==> config.mk <==
export PLATFORM = sky130hd
export DESIGN_NAME = script_tokenizer_unit
export DESIGN_NICKNAME = d
export VERILOG_FILES = /design/src/rtl/core/stok_pkg.sv /design/src/rtl/core/stok_lexer.sv /design/src/rtl/core/stok_fifo.sv /design/src/rtl/core/script_tokenizer_unit.sv
export SDC_FILE = /design/constraint.sdc
export NUM_CORES = 1
export LEC_CHECK = 0
export BUFFER_PORTS_ARGS = -buffer_cell sky130_fd_sc_hd__buf_2
export CAP_MARGIN = 0
export CORE_MARGIN = 2
export CORE_UTILIZATION = 42
export DETAILED_ROUTE_END_ITERATION = 10
export GPL_ROUTABILITY_DRIVEN = 0
export PLACE_DENSITY_LB_ADDON = 0.08
export SETUP_SLACK_MARGIN = 0.1
export SYNTH_ARGS = -nofsm -noshare
export SYNTH_HDL_FRONTEND = slang
export SYNTH_SLANG_ARGS = --single-unit
==> constraint.sdc <==
create_clock -name clk -period 5.65 [get_ports clk]
set_input_delay 0.2825 -clock clk [delete_from_list [all_inputs] [get_ports clk]]
set_output_delay 0.2825 -clock clk [all_outputs]
set_load 0.01 [all_outputs]
==> src/rtl/core/stok_pkg.sv <==
// Shared types, character codes and keyword tables for the script tokenizer.
// No dependencies; used by stok_lexer, stok_fifo and script_tokenizer_unit.
package stok_pkg;

    localparam int KW_COUNT = 15;
    localparam int KW_MAXLEN = 15;

    // Token kinds as carried on the result tuser
    typedef enum logic [2:0] {
        KIND_TEXT  = 3'd0,
        KIND_IDENT = 3'd1,
        KIND_KEYWD = 3'd2,
        KIND_INT   = 3'd3,
        KIND_DEC   = 3'd4,
        KIND_STR   = 3'd5,
        KIND_OTHER = 3'd6,
        KIND_END   = 3'd7
    } kind_t;

    localparam logic [7:0] CH_SPACE  = 8'h20;
    localparam logic [7:0] CH_QUOTE  = 8'h22;
    localparam logic [7:0] CH_HASH   = 8'h23;
    localparam logic [7:0] CH_MINUS  = 8'h2D;
    localparam logic [7:0] CH_DOT    = 8'h2E;
    localparam logic [7:0] CH_ZERO   = 8'h30;
    localparam logic [7:0] CH_NINE   = 8'h39;
    localparam logic [7:0] CH_UP_A   = 8'h41;
    localparam logic [7:0] CH_UP_Z   = 8'h5A;
    localparam logic [7:0] CH_BSLASH = 8'h5C;
    localparam logic [7:0] CH_UNDER  = 8'h5F;
    localparam logic [7:0] CH_LO_A   = 8'h61;
    localparam logic [7:0] CH_LO_N   = 8'h6E;
    localparam logic [7:0] CH_LO_Z   = 8'h7A;

    // Keyword text, right-aligned: the last character sits in the low byte
    localparam logic [8*KW_MAXLEN-1:0] KW_TEXT [KW_COUNT] = '{
        120'("if"), 120'("while"), 120'("wait"), 120'("set"), 120'("stop"),
        120'("movej"), 120'("movel"), 120'("speedj"), 120'("speedl"),
        120'("stopj"), 120'("stopl"), 120'({"teach", "_mode"}),
        120'({"end_teach", "_mode"}), 120'("MoveCamera"),
        120'({"set_digital", "_out"})
    };

    localparam logic [4:0] KW_LEN [KW_COUNT] = '{
        5'd2, 5'd5, 5'd4, 5'd3, 5'd4, 5'd5, 5'd5, 5'd6,
        5'd6, 5'd5, 5'd5, 5'd10, 5'd14, 5'd10, 5'd15
    };

    // Result payload, first field in the high bits
    typedef struct packed {
        logic [7:0]  text_char;
        logic        fraction_truncated;
        logic [3:0]  fraction_digits;
        logic [29:0] fraction_value;
        logic [31:0] magnitude;
        logic        negative;
        logic [3:0]  keyword_index;
    } tok_data_t;

    typedef struct packed {
        kind_t     kind;
        tok_data_t data;
        logic      last;
    } tok_result_t;

    // Write strobes from the lexer into the result queue
    typedef struct packed {
        logic first;
        logic second;
    } push_t;

    // Keywords that still match when character c sits at position pos
    function automatic logic [KW_COUNT-1:0] kw_keep(logic [4:0] pos, logic [7:0] c);
        logic [KW_COUNT-1:0] keep;
        keep = '0;
        for (int k = 0; k < KW_COUNT; k++)
        begin
            if (pos < KW_LEN[k])
            begin
                keep[k] = (KW_TEXT[k][8*(int'(KW_LEN[k]) - 1 - int'(pos)) +: 8] == c);
            end
        end
        return keep;
    endfunction

    // Lowest keyword still in the mask whose length equals the identifier length
    function automatic logic [4:0] kw_find(logic [KW_COUNT-1:0] mask, logic [4:0] pos);
        logic [4:0] hit;
        hit = '0;
        for (int k = KW_COUNT - 1; k >= 0; k--)
        begin
            if (mask[k] && (KW_LEN[k] == pos))
            begin
                hit = {1'b1, 4'(k)};
            end
        end
        return hit;
    endfunction

endpackage

==> src/rtl/core/stok_lexer.sv <==
// Lexer state and single-pass next-state logic of the script tokenizer.
// Depends on stok_pkg; produces up to two results per accepted word.
module stok_lexer #(
    parameter int MAX_FRACTION_DIGITS = 9
) (
    input  logic                  clk,
    input  logic                  rst_n,
    input  logic                  fire,
    input  logic                  end_cmd,
    input  logic [7:0]            char_code,
    output stok_pkg::push_t       push,
    output stok_pkg::tok_result_t res0,
    output stok_pkg::tok_result_t res1
);

    localparam int FCW = $clog2(MAX_FRACTION_DIGITS + 1);
    localparam logic [FCW-1:0] FRAC_MAX = FCW'(MAX_FRACTION_DIGITS);

    typedef enum logic [2:0] {
        M_IDLE, M_HASH, M_BSLASH, M_IDENT, M_INT, M_FRAC, M_STR
    } mode_t;

    mode_t                          mode_reg, mode_next;
    logic [stok_pkg::KW_COUNT-1:0]  mask_reg, mask_next;
    logic [4:0]                     pos_reg, pos_next;
    logic                           neg_reg, neg_next;
    logic [31:0]                    mag_reg, mag_next;
    logic [29:0]                    acc_reg, acc_next;
    logic [FCW-1:0]                 cnt_reg, cnt_next;
    logic                           ovf_reg, ovf_next;

    logic        is_alpha, is_digit;
    logic [7:0]  dval;
    logic [4:0]  kw_hit;

    stok_pkg::tok_result_t fin_r, st_r, a_r, b_r;
    logic        fin_v, st_v, a_v, b_v;
    mode_t       st_mode;
    logic [stok_pkg::KW_COUNT-1:0] st_mask;
    logic [4:0]  st_pos;
    logic        st_neg;
    logic [31:0] st_mag;
    logic        take_fin, take_start, do_clear;

    assign is_alpha = ((char_code >= stok_pkg::CH_LO_A) && (char_code <= stok_pkg::CH_LO_Z))
                   || ((char_code >= stok_pkg::CH_UP_A) && (char_code <= stok_pkg::CH_UP_Z));
    assign is_digit = (char_code >= stok_pkg::CH_ZERO) && (char_code <= stok_pkg::CH_NINE);
    assign dval     = char_code - stok_pkg::CH_ZERO;
    assign kw_hit   = stok_pkg::kw_find(mask_reg, pos_reg);

    // Token closed from the current state
    always_comb
    begin
        fin_r = '0;
        fin_v = 1'b0;
        case (mode_reg)
            M_BSLASH:
            begin
                fin_v = 1'b1;
                fin_r.kind = stok_pkg::KIND_OTHER;
                fin_r.data.text_char = stok_pkg::CH_BSLASH;
            end
            M_IDENT:
            begin
                fin_v = 1'b1;
                if (kw_hit[4])
                begin
                    fin_r.kind = stok_pkg::KIND_KEYWD;
                    fin_r.data.keyword_index = kw_hit[3:0];
                end
                else
                begin
                    fin_r.kind = stok_pkg::KIND_IDENT;
                end
            end
            M_INT:
            begin
                fin_v = 1'b1;
                fin_r.kind = stok_pkg::KIND_INT;
                fin_r.data.negative = neg_reg;
                fin_r.data.magnitude = mag_reg;
            end
            M_FRAC:
            begin
                fin_v = 1'b1;
                fin_r.kind = stok_pkg::KIND_DEC;
                fin_r.data.negative = neg_reg;
                fin_r.data.magnitude = mag_reg;
                fin_r.data.fraction_value = acc_reg;
                fin_r.data.fraction_digits = 4'(cnt_reg);
                fin_r.data.fraction_truncated = ovf_reg;
            end
            M_STR:
            begin
                fin_v = 1'b1;
                fin_r.kind = stok_pkg::KIND_STR;
            end
            default:
            begin
                fin_v = 1'b0;
            end
        endcase
    end

    // Token opened by the current character from a cleared state
    always_comb
    begin
        st_r    = '0;
        st_v    = 1'b0;
        st_mode = M_IDLE;
        st_mask = '1;
        st_pos  = '0;
        st_neg  = 1'b0;
        st_mag  = '0;
        if (char_code == stok_pkg::CH_SPACE)
        begin
            st_mode = M_IDLE;
        end
        else if (char_code == stok_pkg::CH_HASH)
        begin
            st_mode = M_HASH;
        end
        else if (char_code == stok_pkg::CH_BSLASH)
        begin
            st_mode = M_BSLASH;
        end
        else if (is_alpha)
        begin
            st_mode = M_IDENT;
            st_mask = stok_pkg::kw_keep(5'd0, char_code);
            st_pos  = 5'd1;
            st_v    = 1'b1;
            st_r.kind = stok_pkg::KIND_TEXT;
            st_r.data.text_char = char_code;
        end
        else if (is_digit)
        begin
            st_mode = M_INT;
            st_mag  = {24'd0, dval};
        end
        else if (char_code == stok_pkg::CH_MINUS)
        begin
            st_mode = M_INT;
            st_neg  = 1'b1;
        end
        else if (char_code == stok_pkg::CH_QUOTE)
        begin
            st_mode = M_STR;
        end
        else
        begin
            st_v = 1'b1;
            st_r.kind = stok_pkg::KIND_OTHER;
            st_r.data.text_char = char_code;
        end
    end

    // Next state and the up to two results of this word
    always_comb
    begin
        mode_next  = mode_reg;
        mask_next  = mask_reg;
        pos_next   = pos_reg;
        neg_next   = neg_reg;
        mag_next   = mag_reg;
        acc_next   = acc_reg;
        cnt_next   = cnt_reg;
        ovf_next   = ovf_reg;
        take_fin   = 1'b0;
        take_start = 1'b0;
        do_clear   = 1'b0;
        b_v        = 1'b0;
        b_r        = '0;

        if (fire)
        begin
            if (end_cmd)
            begin
                take_fin = 1'b1;
                do_clear = 1'b1;
                b_v = 1'b1;
                b_r.kind = stok_pkg::KIND_END;
            end
            else
            begin
                case (mode_reg)
                    M_HASH:
                    begin
                        take_start = !is_alpha;
                    end
                    M_BSLASH:
                    begin
                        if (char_code == stok_pkg::CH_LO_N)
                        begin
                            do_clear = 1'b1;
                        end
                        else
                        begin
                            take_fin   = 1'b1;
                            take_start = 1'b1;
                        end
                    end
                    M_IDENT:
                    begin
                        if (is_alpha || is_digit || (char_code == stok_pkg::CH_UNDER))
                        begin
                            mask_next = mask_reg & stok_pkg::kw_keep(pos_reg, char_code);
                            if (pos_reg != 5'd31)
                            begin
                                pos_next = pos_reg + 5'd1;
                            end
                            b_v = 1'b1;
                            b_r.kind = stok_pkg::KIND_TEXT;
                            b_r.data.text_char = char_code;
                        end
                        else
                        begin
                            take_fin   = 1'b1;
                            take_start = 1'b1;
                        end
                    end
                    M_INT:
                    begin
                        if (is_digit)
                        begin
                            mag_next = mag_reg * 32'd10 + {24'd0, dval};
                        end
                        else if (char_code == stok_pkg::CH_DOT)
                        begin
                            mode_next = M_FRAC;
                        end
                        else
                        begin
                            take_fin   = 1'b1;
                            take_start = 1'b1;
                        end
                    end
                    M_FRAC:
                    begin
                        if (is_digit)
                        begin
                            if (cnt_reg < FRAC_MAX)
                            begin
                                acc_next = acc_reg * 30'd10 + {22'd0, dval};
                                cnt_next = cnt_reg + FCW'(1);
                            end
                            else
                            begin
                                ovf_next = 1'b1;
                            end
                        end
                        else
                        begin
                            take_fin   = 1'b1;
                            take_start = 1'b1;
                        end
                    end
                    M_STR:
                    begin
                        if (char_code == stok_pkg::CH_QUOTE)
                        begin
                            take_fin = 1'b1;
                            do_clear = 1'b1;
                        end
                        else
                        begin
                            b_v = 1'b1;
                            b_r.kind = stok_pkg::KIND_TEXT;
                            b_r.data.text_char = char_code;
                        end
                    end
                    default:
                    begin
                        take_start = 1'b1;
                    end
                endcase
            end

            if (do_clear || take_start)
            begin
                mode_next = M_IDLE;
                mask_next = '1;
                pos_next  = '0;
                neg_next  = 1'b0;
                mag_next  = '0;
                acc_next  = '0;
                cnt_next  = '0;
                ovf_next  = 1'b0;
            end
            if (take_start)
            begin
                mode_next = st_mode;
                mask_next = st_mask;
                pos_next  = st_pos;
                neg_next  = st_neg;
                mag_next  = st_mag;
                b_v = st_v;
                b_r = st_r;
            end
        end
    end

    assign a_v = take_fin && fin_v;
    assign a_r = fin_r;

    // Order the results: closed token first, then the word's own result
    always_comb
    begin
        res0 = a_v ? a_r : b_r;
        res1 = b_r;
        res0.last = !(a_v && b_v);
        res1.last = 1'b1;
        push.first  = a_v || b_v;
        push.second = a_v && b_v;
    end

    always_ff @(posedge clk or negedge rst_n)
    begin
        if (!rst_n)
        begin
            mode_reg <= M_IDLE;
            mask_reg <= '1;
            pos_reg  <= '0;
            neg_reg  <= 1'b0;
            mag_reg  <= '0;
            acc_reg  <= '0;
            cnt_reg  <= '0;
            ovf_reg  <= 1'b0;
        end
        else
        begin
            mode_reg <= mode_next;
            mask_reg <= mask_next;
            pos_reg  <= pos_next;
            neg_reg  <= neg_next;
            mag_reg  <= mag_next;
            acc_reg  <= acc_next;
            cnt_reg  <= cnt_next;
            ovf_reg  <= ovf_next;
        end
    end

endmodule

==> src/rtl/core/stok_fifo.sv <==
// Four-entry result queue of the script tokenizer: two writes, one read per cycle.
// Depends on stok_pkg for the result and push types.
module stok_fifo (
    input  logic                  clk,
    input  logic                  rst_n,
    input  stok_pkg::push_t       push,
    input  stok_pkg::tok_result_t wr0,
    input  stok_pkg::tok_result_t wr1,
    input  logic                  pop_ready,
    output logic                  out_valid,
    output stok_pkg::tok_result_t out_head,
    output logic                  room
);

    localparam int DEPTH = 4;
    localparam int PW = $clog2(DEPTH);

    stok_pkg::tok_result_t mem_reg [DEPTH];
    logic [PW-1:0] wr_reg, wr_next, rd_reg, rd_next;
    logic [PW:0]   cnt_reg, cnt_next;
    logic          pop;

    assign out_valid = (cnt_reg != '0);
    assign out_head  = mem_reg[rd_reg];
    assign pop       = out_valid && pop_ready;
    // Room for a word that may bring two results
    assign room      = (cnt_reg <= (PW+1)'(DEPTH - 2));

    always_comb
    begin
        wr_next  = wr_reg + PW'(push.first) + PW'(push.second);
        rd_next  = rd_reg + PW'(pop);
        cnt_next = cnt_reg + (PW+1)'(push.first) + (PW+1)'(push.second) - (PW+1)'(pop);
    end

    always_ff @(posedge clk)
    begin
        if (push.first)
        begin
            mem_reg[wr_reg] <= wr0;
        end
        if (push.second)
        begin
            mem_reg[wr_reg + PW'(1)] <= wr1;
        end
    end

    always_ff @(posedge clk or negedge rst_n)
    begin
        if (!rst_n)
        begin
            wr_reg  <= '0;
            rd_reg  <= '0;
            cnt_reg <= '0;
        end
        else
        begin
            wr_reg  <= wr_next;
            rd_reg  <= rd_next;
            cnt_reg <= cnt_next;
        end
    end

endmodule

==> src/rtl/core/script_tokenizer_unit.sv <==
// Top level of the script tokenizer: lexer plus result queue.
// Depends on stok_pkg, stok_lexer and stok_fifo.
//
// Usage:
//   Slave side takes one word per script character: s_tdata is the character
//   byte, s_tuser is the command (0 = character, 1 = end of script).
//   Master side gives token results: m_tuser is the token kind, m_tdata the
//   token fields, m_tlast marks the last result caused by one input word.
//   Identifier and string text streams out as one text-char result per
//   character; the identifier, keyword or string result follows when the
//   token closes. The end-of-script word closes any open token first.
// Results: each is registered into the queue and shown from the queue head.
// Throughput: one word per cycle while the receiver takes one result per
//   cycle; a word that closes a token and opens another gives two results.
// Stall: results wait in the queue; s_tready drops while fewer than two
//   entries are free and rises again as the receiver drains the queue.
// Reset: the lexer returns to idle with a full keyword mask and cleared
//   number accumulators, and the queue empties.
module script_tokenizer_unit #(
    parameter int MAX_FRACTION_DIGITS = 9
) (
    input  logic        clk,
    input  logic        rst_n,
    input  logic        s_tvalid,
    output logic        s_tready,
    input  logic [7:0]  s_tdata,   // [7:0] char_code
    input  logic [0:0]  s_tuser,   // [0] command
    output logic        m_tvalid,
    input  logic        m_tready,
    // [3:0] keyword_index, [4] negative, [36:5] magnitude,
    // [66:37] fraction_value, [70:67] fraction_digits,
    // [71] fraction_truncated, [79:72] text_char
    output logic [79:0] m_tdata,
    output logic [2:0]  m_tuser,   // [2:0] kind
    output logic        m_tlast
);

    stok_pkg::push_t       push;
    stok_pkg::tok_result_t res0, res1, head;
    logic                  fire, room;

    // Accept a word only when the queue can hold both of its results
    assign s_tready = room;
    assign fire     = s_tvalid && room;

    stok_lexer #(
        .MAX_FRACTION_DIGITS (MAX_FRACTION_DIGITS)
    ) u_lexer (
        .clk       (clk),
        .rst_n     (rst_n),
        .fire      (fire),
        .end_cmd   (s_tuser[0]),
        .char_code (s_tdata),
        .push      (push),
        .res0      (res0),
        .res1      (res1)
    );

    stok_fifo u_fifo (
        .clk       (clk),
        .rst_n     (rst_n),
        .push      (push),
        .wr0       (res0),
        .wr1       (res1),
        .pop_ready (m_tready),
        .out_valid (m_tvalid),
        .out_head  (head),
        .room      (room)
    );

    // Drive the master side straight from the queue head
    assign m_tdata = head.data;
    assign m_tuser = head.kind;
    assign m_tlast = head.last;

endmodule
Word level (Yosys, flattened, before mapping)
Memories as Yosys holds them, arrays and structs flattened. Cells that the tools add are included.

Multipliers: 2. Add/subtract/negate cells: 20. Bitwise gates (word level): 1. Multiplexer cells: 210. Order comparisons: 16. Equality and inequality tests: 49. Reductions and logical operators: 49. Shift-type cells: 15.

Operator list (count): $shiftx A120 B32 Y8 const A (15); $mux W32 (9); $mux W84 (3); $mux W30 (5); $mux W15 (9); $eq A8 B8 Y1 (15); $mux W5 (24); $mux W1 (118); $mux W11 (7); $eq A7 B8 Y1 const A (7); $mux W3 (14); $eq A8 B6 Y1 const B (5); $mux W35 (1); $mux W33 (1); $add A32 B8 Y32 (1); $mul A32 B3 Y31 const B (1); $mux W8 (4); $add A30 B8 Y30 (1); $mul A30 B3 Y29 const B (1); $mux W4 (7); $eq A8 B7 Y1 const B (3); $logic_and A1 B1 Y1 (22); $pmux W11 S2 (1); $reduce_bool A3 Y1 (7); 46 further kinds (81).

RAM bits: 336. Output and inout port bits: 86. Memories: 1. Bits in registers: 98.

Memories: u_fifo.mem_reg (words 4, bits a word 84, read ports 1, clocked after memory_dff 0, write ports 2, RTL line stok_fifo.sv:18) `stok_pkg::tok_result_t mem_reg [DEPTH];`.

Longest topological paths before layout
Word-level depth: 20. Gate-level depth with buffers: 19. Mapped depth without buffers: 16.

Modules after synthesis
Synthesis repeated with hierarchy kept, for this count alone.

Cell total of the unflattened synthesis: 2726. Area total of the unflattened synthesis: 30504.3 um^2.

Modules (own cells, without submodules): stok_fifo (times used 1, area an instance 16465.8 um^2, seq. area each 10264.8 um^2, cells each 846); stok_lexer (times used 1, area an instance 14032.2 um^2, seq. area each 2296.0 um^2, cells each 1879); script_tokenizer_unit (times used 1, area an instance 6.3 um^2, seq. area each 0.0 um^2, cells each 1).

Worst setup path before layout
OpenSTA, ideal clock, no wires.

Kind: input to register. Start point: input port s_tdata[4]. End point: register u_fifo.cnt_reg[1]. Buffers on the path: 3. Arrival: 4.439 ns. Path slack: 1.076 ns. Data required time: 5.515 ns. Cell stages on the path: 18. Path through: clkbuf_1 > inv_1 > clkbuf_1 > ha_1 > or3b_1 > nor3_1 > a21oi_1 > o2bb2ai_2 > inv_1 > a311oi_2 > or3_1 > buf_6 > nor3_1 > inv_1 > ha_1 > fa_1 > inv_1 > fa_1.

Word-level cells in the longest chain between the ends: 15. Elaborated cells between the ends (all ways): 51. Those cells by class: add/sub: 3; order compare: 6; eq/ne: 8; mux: 24; reduce/logical: 10.

RTL lines: from (decl) (RTL line script_tokenizer_unit.sv:26) `input logic [7:0] s_tdata,`; $ge A8 B7 Y1, or another cell as far along (RTL line stok_lexer.sv:45) `assign is_alpha = ((char_code >= stok_pkg::CH_LO_A) && (char_code <= stok_pkg::CH_LO_Z))`; $logic_and A1 B1 Y1, on equally long branches (RTL line stok_lexer.sv:45, stok_lexer.sv:46); $logic_or A1 B1 Y1 (RTL line stok_lexer.sv:46) `|| ((char_code >= stok_pkg::CH_UP_A) && (char_code <= stok_pkg::CH_UP_Z));`; $logic_or A1 B1 Y1 (2 in series) (RTL line stok_lexer.sv:205) `if (is_alpha || is_digit || (char_code == stok_pkg::CH_UNDER))`; $mux W1 (RTL line stok_lexer.sv:205); $pmux W1 S6 (RTL line stok_lexer.sv:186) `case (mode_reg)`; $mux W1 (RTL line stok_lexer.sv:177) `if (end_cmd)`; $mux W1 (RTL line stok_lexer.sv:175) `if (fire)`; $mux W1 (RTL line stok_lexer.sv:290) `if (take_start)`; $mux W1 (RTL line stok_lexer.sv:175); $logic_or A1 B1 Y1 (RTL line stok_lexer.sv:313) `push.first = a_v || b_v;`; $add A3 B1 Y3 (RTL line stok_fifo.sv:33) `cnt_next = cnt_reg + (PW+1)'(push.first) + (PW+1)'(push.second) - (PW+1)'(pop);`; $add A3 B1 Y3 (*) (RTL line stok_fifo.sv:33); $sub A3 B1 Y3 (*) (RTL line stok_fifo.sv:33); named net u_fifo.cnt_next[1] (RTL line stok_fifo.sv:20) `logic [PW:0] cnt_reg, cnt_next;`; to (signal assigned) (RTL line stok_fifo.sv:60) `cnt_reg <= cnt_next;`; to (decl) (RTL line stok_fifo.sv:20).

Mark *: on every way through the listed nets, which the timed path passes. The rest lies on a longest branch. The select of a mux whose other input is x is not followed. A chain may end at the register's enable or synchronous reset.

Worst setup path after layout
Start point: register u_lexer.acc_reg[1]. End point: register u_lexer.acc_reg[29].

Word-level cells in the longest chain between the ends: 7.

RTL lines: from (decl) (RTL line stok_lexer.sv:28) `logic [29:0] acc_reg, acc_next;`; from (signal assigned) (RTL line stok_lexer.sv:337) `acc_reg <= acc_next;`; $mul A30 B3 Y29 (RTL line stok_lexer.sv:244) `acc_next = acc_reg * 30'd10 + {22'd0, dval};`; $add A30 B8 Y30 (RTL line stok_lexer.sv:244); $mux W30 (RTL line stok_lexer.sv:242) `if (cnt_reg < FRAC_MAX)`; $mux W30 (RTL line stok_lexer.sv:240) `if (is_digit)`; $mux W30 (RTL line stok_lexer.sv:186); $mux W30 (RTL line stok_lexer.sv:177); $mux W30 (RTL line stok_lexer.sv:279) `if (do_clear || take_start)`.

Every way passes these cells. The select of a mux whose other input is x is not followed.

==> reports/results.tsv <==
stage	metric	value	unit
run_status	status	finished, final reports clean	
place	post_dp_cell_area	0.0286	mm^2
layout	largest_reg_flops	336	
clocking	clkLatencyLatePin	0.60	ns
clocking	post_cts_resized	0	
critical_path	endpoint_kind	flop	
critical_path	cp_slowest_cell	a211oi_1	
floorplanning	die_h	261	um
clocking	clockBufferDepth	3	
route	drt_first_pass_iters	5	
timing	fmax	213	MHz
synth	syn_area_per_cell	8.64	um^2
route	vias_per_cell	6.10	
grt	grt_antenna_before_repair	0	
synth	synth_warnings	0	
route	drt-total-wl	91.4	mm
timing	setup_tns	0	ns
timing	layout_min_cycle_time	4.68	ns
layout	syn_to_final_growth	9.46	%
route	routedWlPerCell	22.4	um
synth	ys_types	96	
critical_path	cp-startpoint	u_lexer.acc_reg[1]	
synth	synth_top_area_share	21.1	%
pwr	total_power	10.3	mW
clocking	cts_tree	built	
grt	grt_use_total	26.6	%
timing	hold_viol_final	0	
floorplanning	die-area	0.0679	mm^2
place	portBuffers	98	
critical_path	max_stage_delay	0.55	ns
place	dpl.hpwl	58.8	mm
timing	grt_setup_unrepaired	false	
clocking	cts.root.buffer_cell	clkbuf_16	
worst_hold_path	worstHoldPathType	input pin to flop	
clocking	cts_max_level	2	
layout	fin_nets	3339	
synth	synth_top_cells_by_count	nand2_1 (488), nand3_1 (332), a21oi_1 (325)	
critical_path	cp.arrival	5.12	ns
timing	relSlewSlack	19.3	%
floorplanning	core_area	0.0655	mm^2
floorplanning	num_rows	94	
timing	finalSetupViolCount	0	
synth	synth.area.top_cells	dfxtp_1 (21%), dfrtp_1 (7.5%), mux4_2 (6.9%)	
synth	synth_edf_count	44	
critical_path	r2r_start	u_lexer.acc_reg[1]	
synth	synth_seq_area_share	34.8	%
floorplanning	initial_utilization	42.2	%
timing	report.final.slew_viol_count	0	
synth	synth_seq_cells	434	
timing	period_share	82.9	%
job	max-cap-violations	0	
layout	antenna-diode-count	0	
route	vias	24900	
grt	grt_pass1_vias	24700	
critical_path	timing.critical_path.buf_inv	1	
synth	async_reset_ff_share	22.6	%
synth	synth_area	0.0277	mm^2
critical_path	crit_required	6.09	ns
layout	drive_above_1_share	13.8	%
clocking	post_cts_buffers	0	
grt	overflow	0	
timing	tightest_slew	1.18	ns
layout	fillerInstances	6284	
synth	synth_nets	3368	
critical_path	path_class	flop to flop	
timing	clock_skew	0.0180	ns
pwr	p_per_area	339	mW/mm^2
pwr	leakagePower	11.9	nW
layout	postLayoutCellArea	0.0303	mm^2
worst_hold_path	worst_hold_startpoint	m_tready	
synth	synth_ff_type	dfxtp_1	
critical_path	cp_cell_sequence	ha_1 -> ha_1 -> inv_1 -> fa_1 -> and2b_1 -> o2111ai_1 -> a211oi_1 -> o31ai_1 -> a211oi_1 -> nand4_1 -> nor4b_1 -> nor4b_1 -> xnor2_1 -> o21ai_0	
floorplanning	die_x	261	um
route	drtIter0Drc	2218	
clocking	clk_pin_slew	0.06	ns
clocking	cts.sinks	434	
grt	grt_max_degree	105	
synth	synth.most_common_cell	nand2_1	
grt	grt_pass1_wl	143	mm
critical_path	worstPathMaxFanout	8	
clocking	cts_hold_buf	1	
synth	synthCells	3200	
clocking	cts_buffers	50	
pwr	peakVddDrop	393	uV
route	drc	0	
floorplanning	io_pins	99	
critical_path	crit_family	compound AO/OA/AOI/OAI gates	
synth	synth_top_area_cell	dfxtp_1	
critical_path	start_kind	flop	
route	ant_nets	0	
## worst min-delay path, cell delays in order
cell and delay (ns):
buf_2 0.07, and2_1 0.15, ha_1 0.14
## stage by stage
| step | worst slack [ns] | util [%] | hold slack (ns) | cells |
|---|---|---|---|---|
| 6_report | 0.966 | 46.2 | 0.0712 | 4077 |
| 5_1_grt | 0.562 | 46.2 | 0.0836 | 4077 |
| 4_1_cts | 1.04 | 46.2 | 0.0549 | 4077 |
| 3_5_place_dp | 0.909 | 43.7 | 0.445 | 3982 |
| 3_3_place_gp | 1.04 | 43.7 | 0.438 | 3982 |
| 2_1_floorplan | 1.08 | - | -0.0131 | 3200 |
## cells by family (layout without fill, tap and decap cells)
| kind of cell | count (synthesis) | after routing | share of synthesized area, % |
|---|---|---|---|
| compound gates | 857 | 857 | 20.1 |
| xor+xnor | 145 | 145 | 4.59 |
| fa+ha+maj | 155 | 155 | 7.20 |
| buf+inv | 298 | 311 | 5.23 |
| flops | 434 | 434 | 34.8 |
| mux | 92 | 92 | 7.18 |
| simple gates | 1219 | 1219 | 20.8 |
## final cells by class
class,count,area [um^2],share of cell area (%)
repair buffers,149,1030,3.40
inverters,68,255,0.843
flip-flops and latches,434,9650,31.9
clock inverters,23,211,0.698
well taps,864,1080,3.57
multi-input cells,2468,16600,54.9
clock buffers,71,1440,4.76
## cell usage in the layout (no fill, tap or decap), types with 55 or more instances in the layout
cell type / n
ha_1: 148
buf_2: 97
nor2_1: 130
dfxtp_1: 292
a21oi_2: 62
mux4_2: 85
nand2_1: 488
inv_1: 60
a21oi_1: 325
xnor2_1: 103
o21ai_0: 112
dfrtp_1: 81
nand3_1: 332
nor3_1: 55
## layer usage
layer	share of wire (%)	track usage, %	up-vias
li1	-	-	11600
met1	43	35.0	12300
met2	49	45.5	796
met3	5.7	3.44	160
met4	2.4	7.95	0
met5	0	0	-
## power by group
part | leakage [nW] | switching (mW) | internal (mW)
clock network | 0.813 | 1.38 | 1.91
registers | 4.06 | 0.343 | 3.36
logic | 7.04 | 2.14 | 1.14
## path summary, 6_finish.rpt
check / to / slack (ns) / cells past startpoint
worst max-delay path: u_lexer.acc_reg[29] / 0.97 / 14
worst min-delay path: u_fifo.rd_reg[0] / 0.07 / 3
worst max register to register: u_lexer.acc_reg[29] / 0.97 / 14
worst min register to register: u_fifo.mem_reg[2][69] / 0.45 / 2
max in group asynchronous: u_lexer.acc_reg[14] / 4.11 / 3
min in group asynchronous: u_lexer.pos_reg[3] / 0.35 / 2
Power figures use the tool's default switching activity.
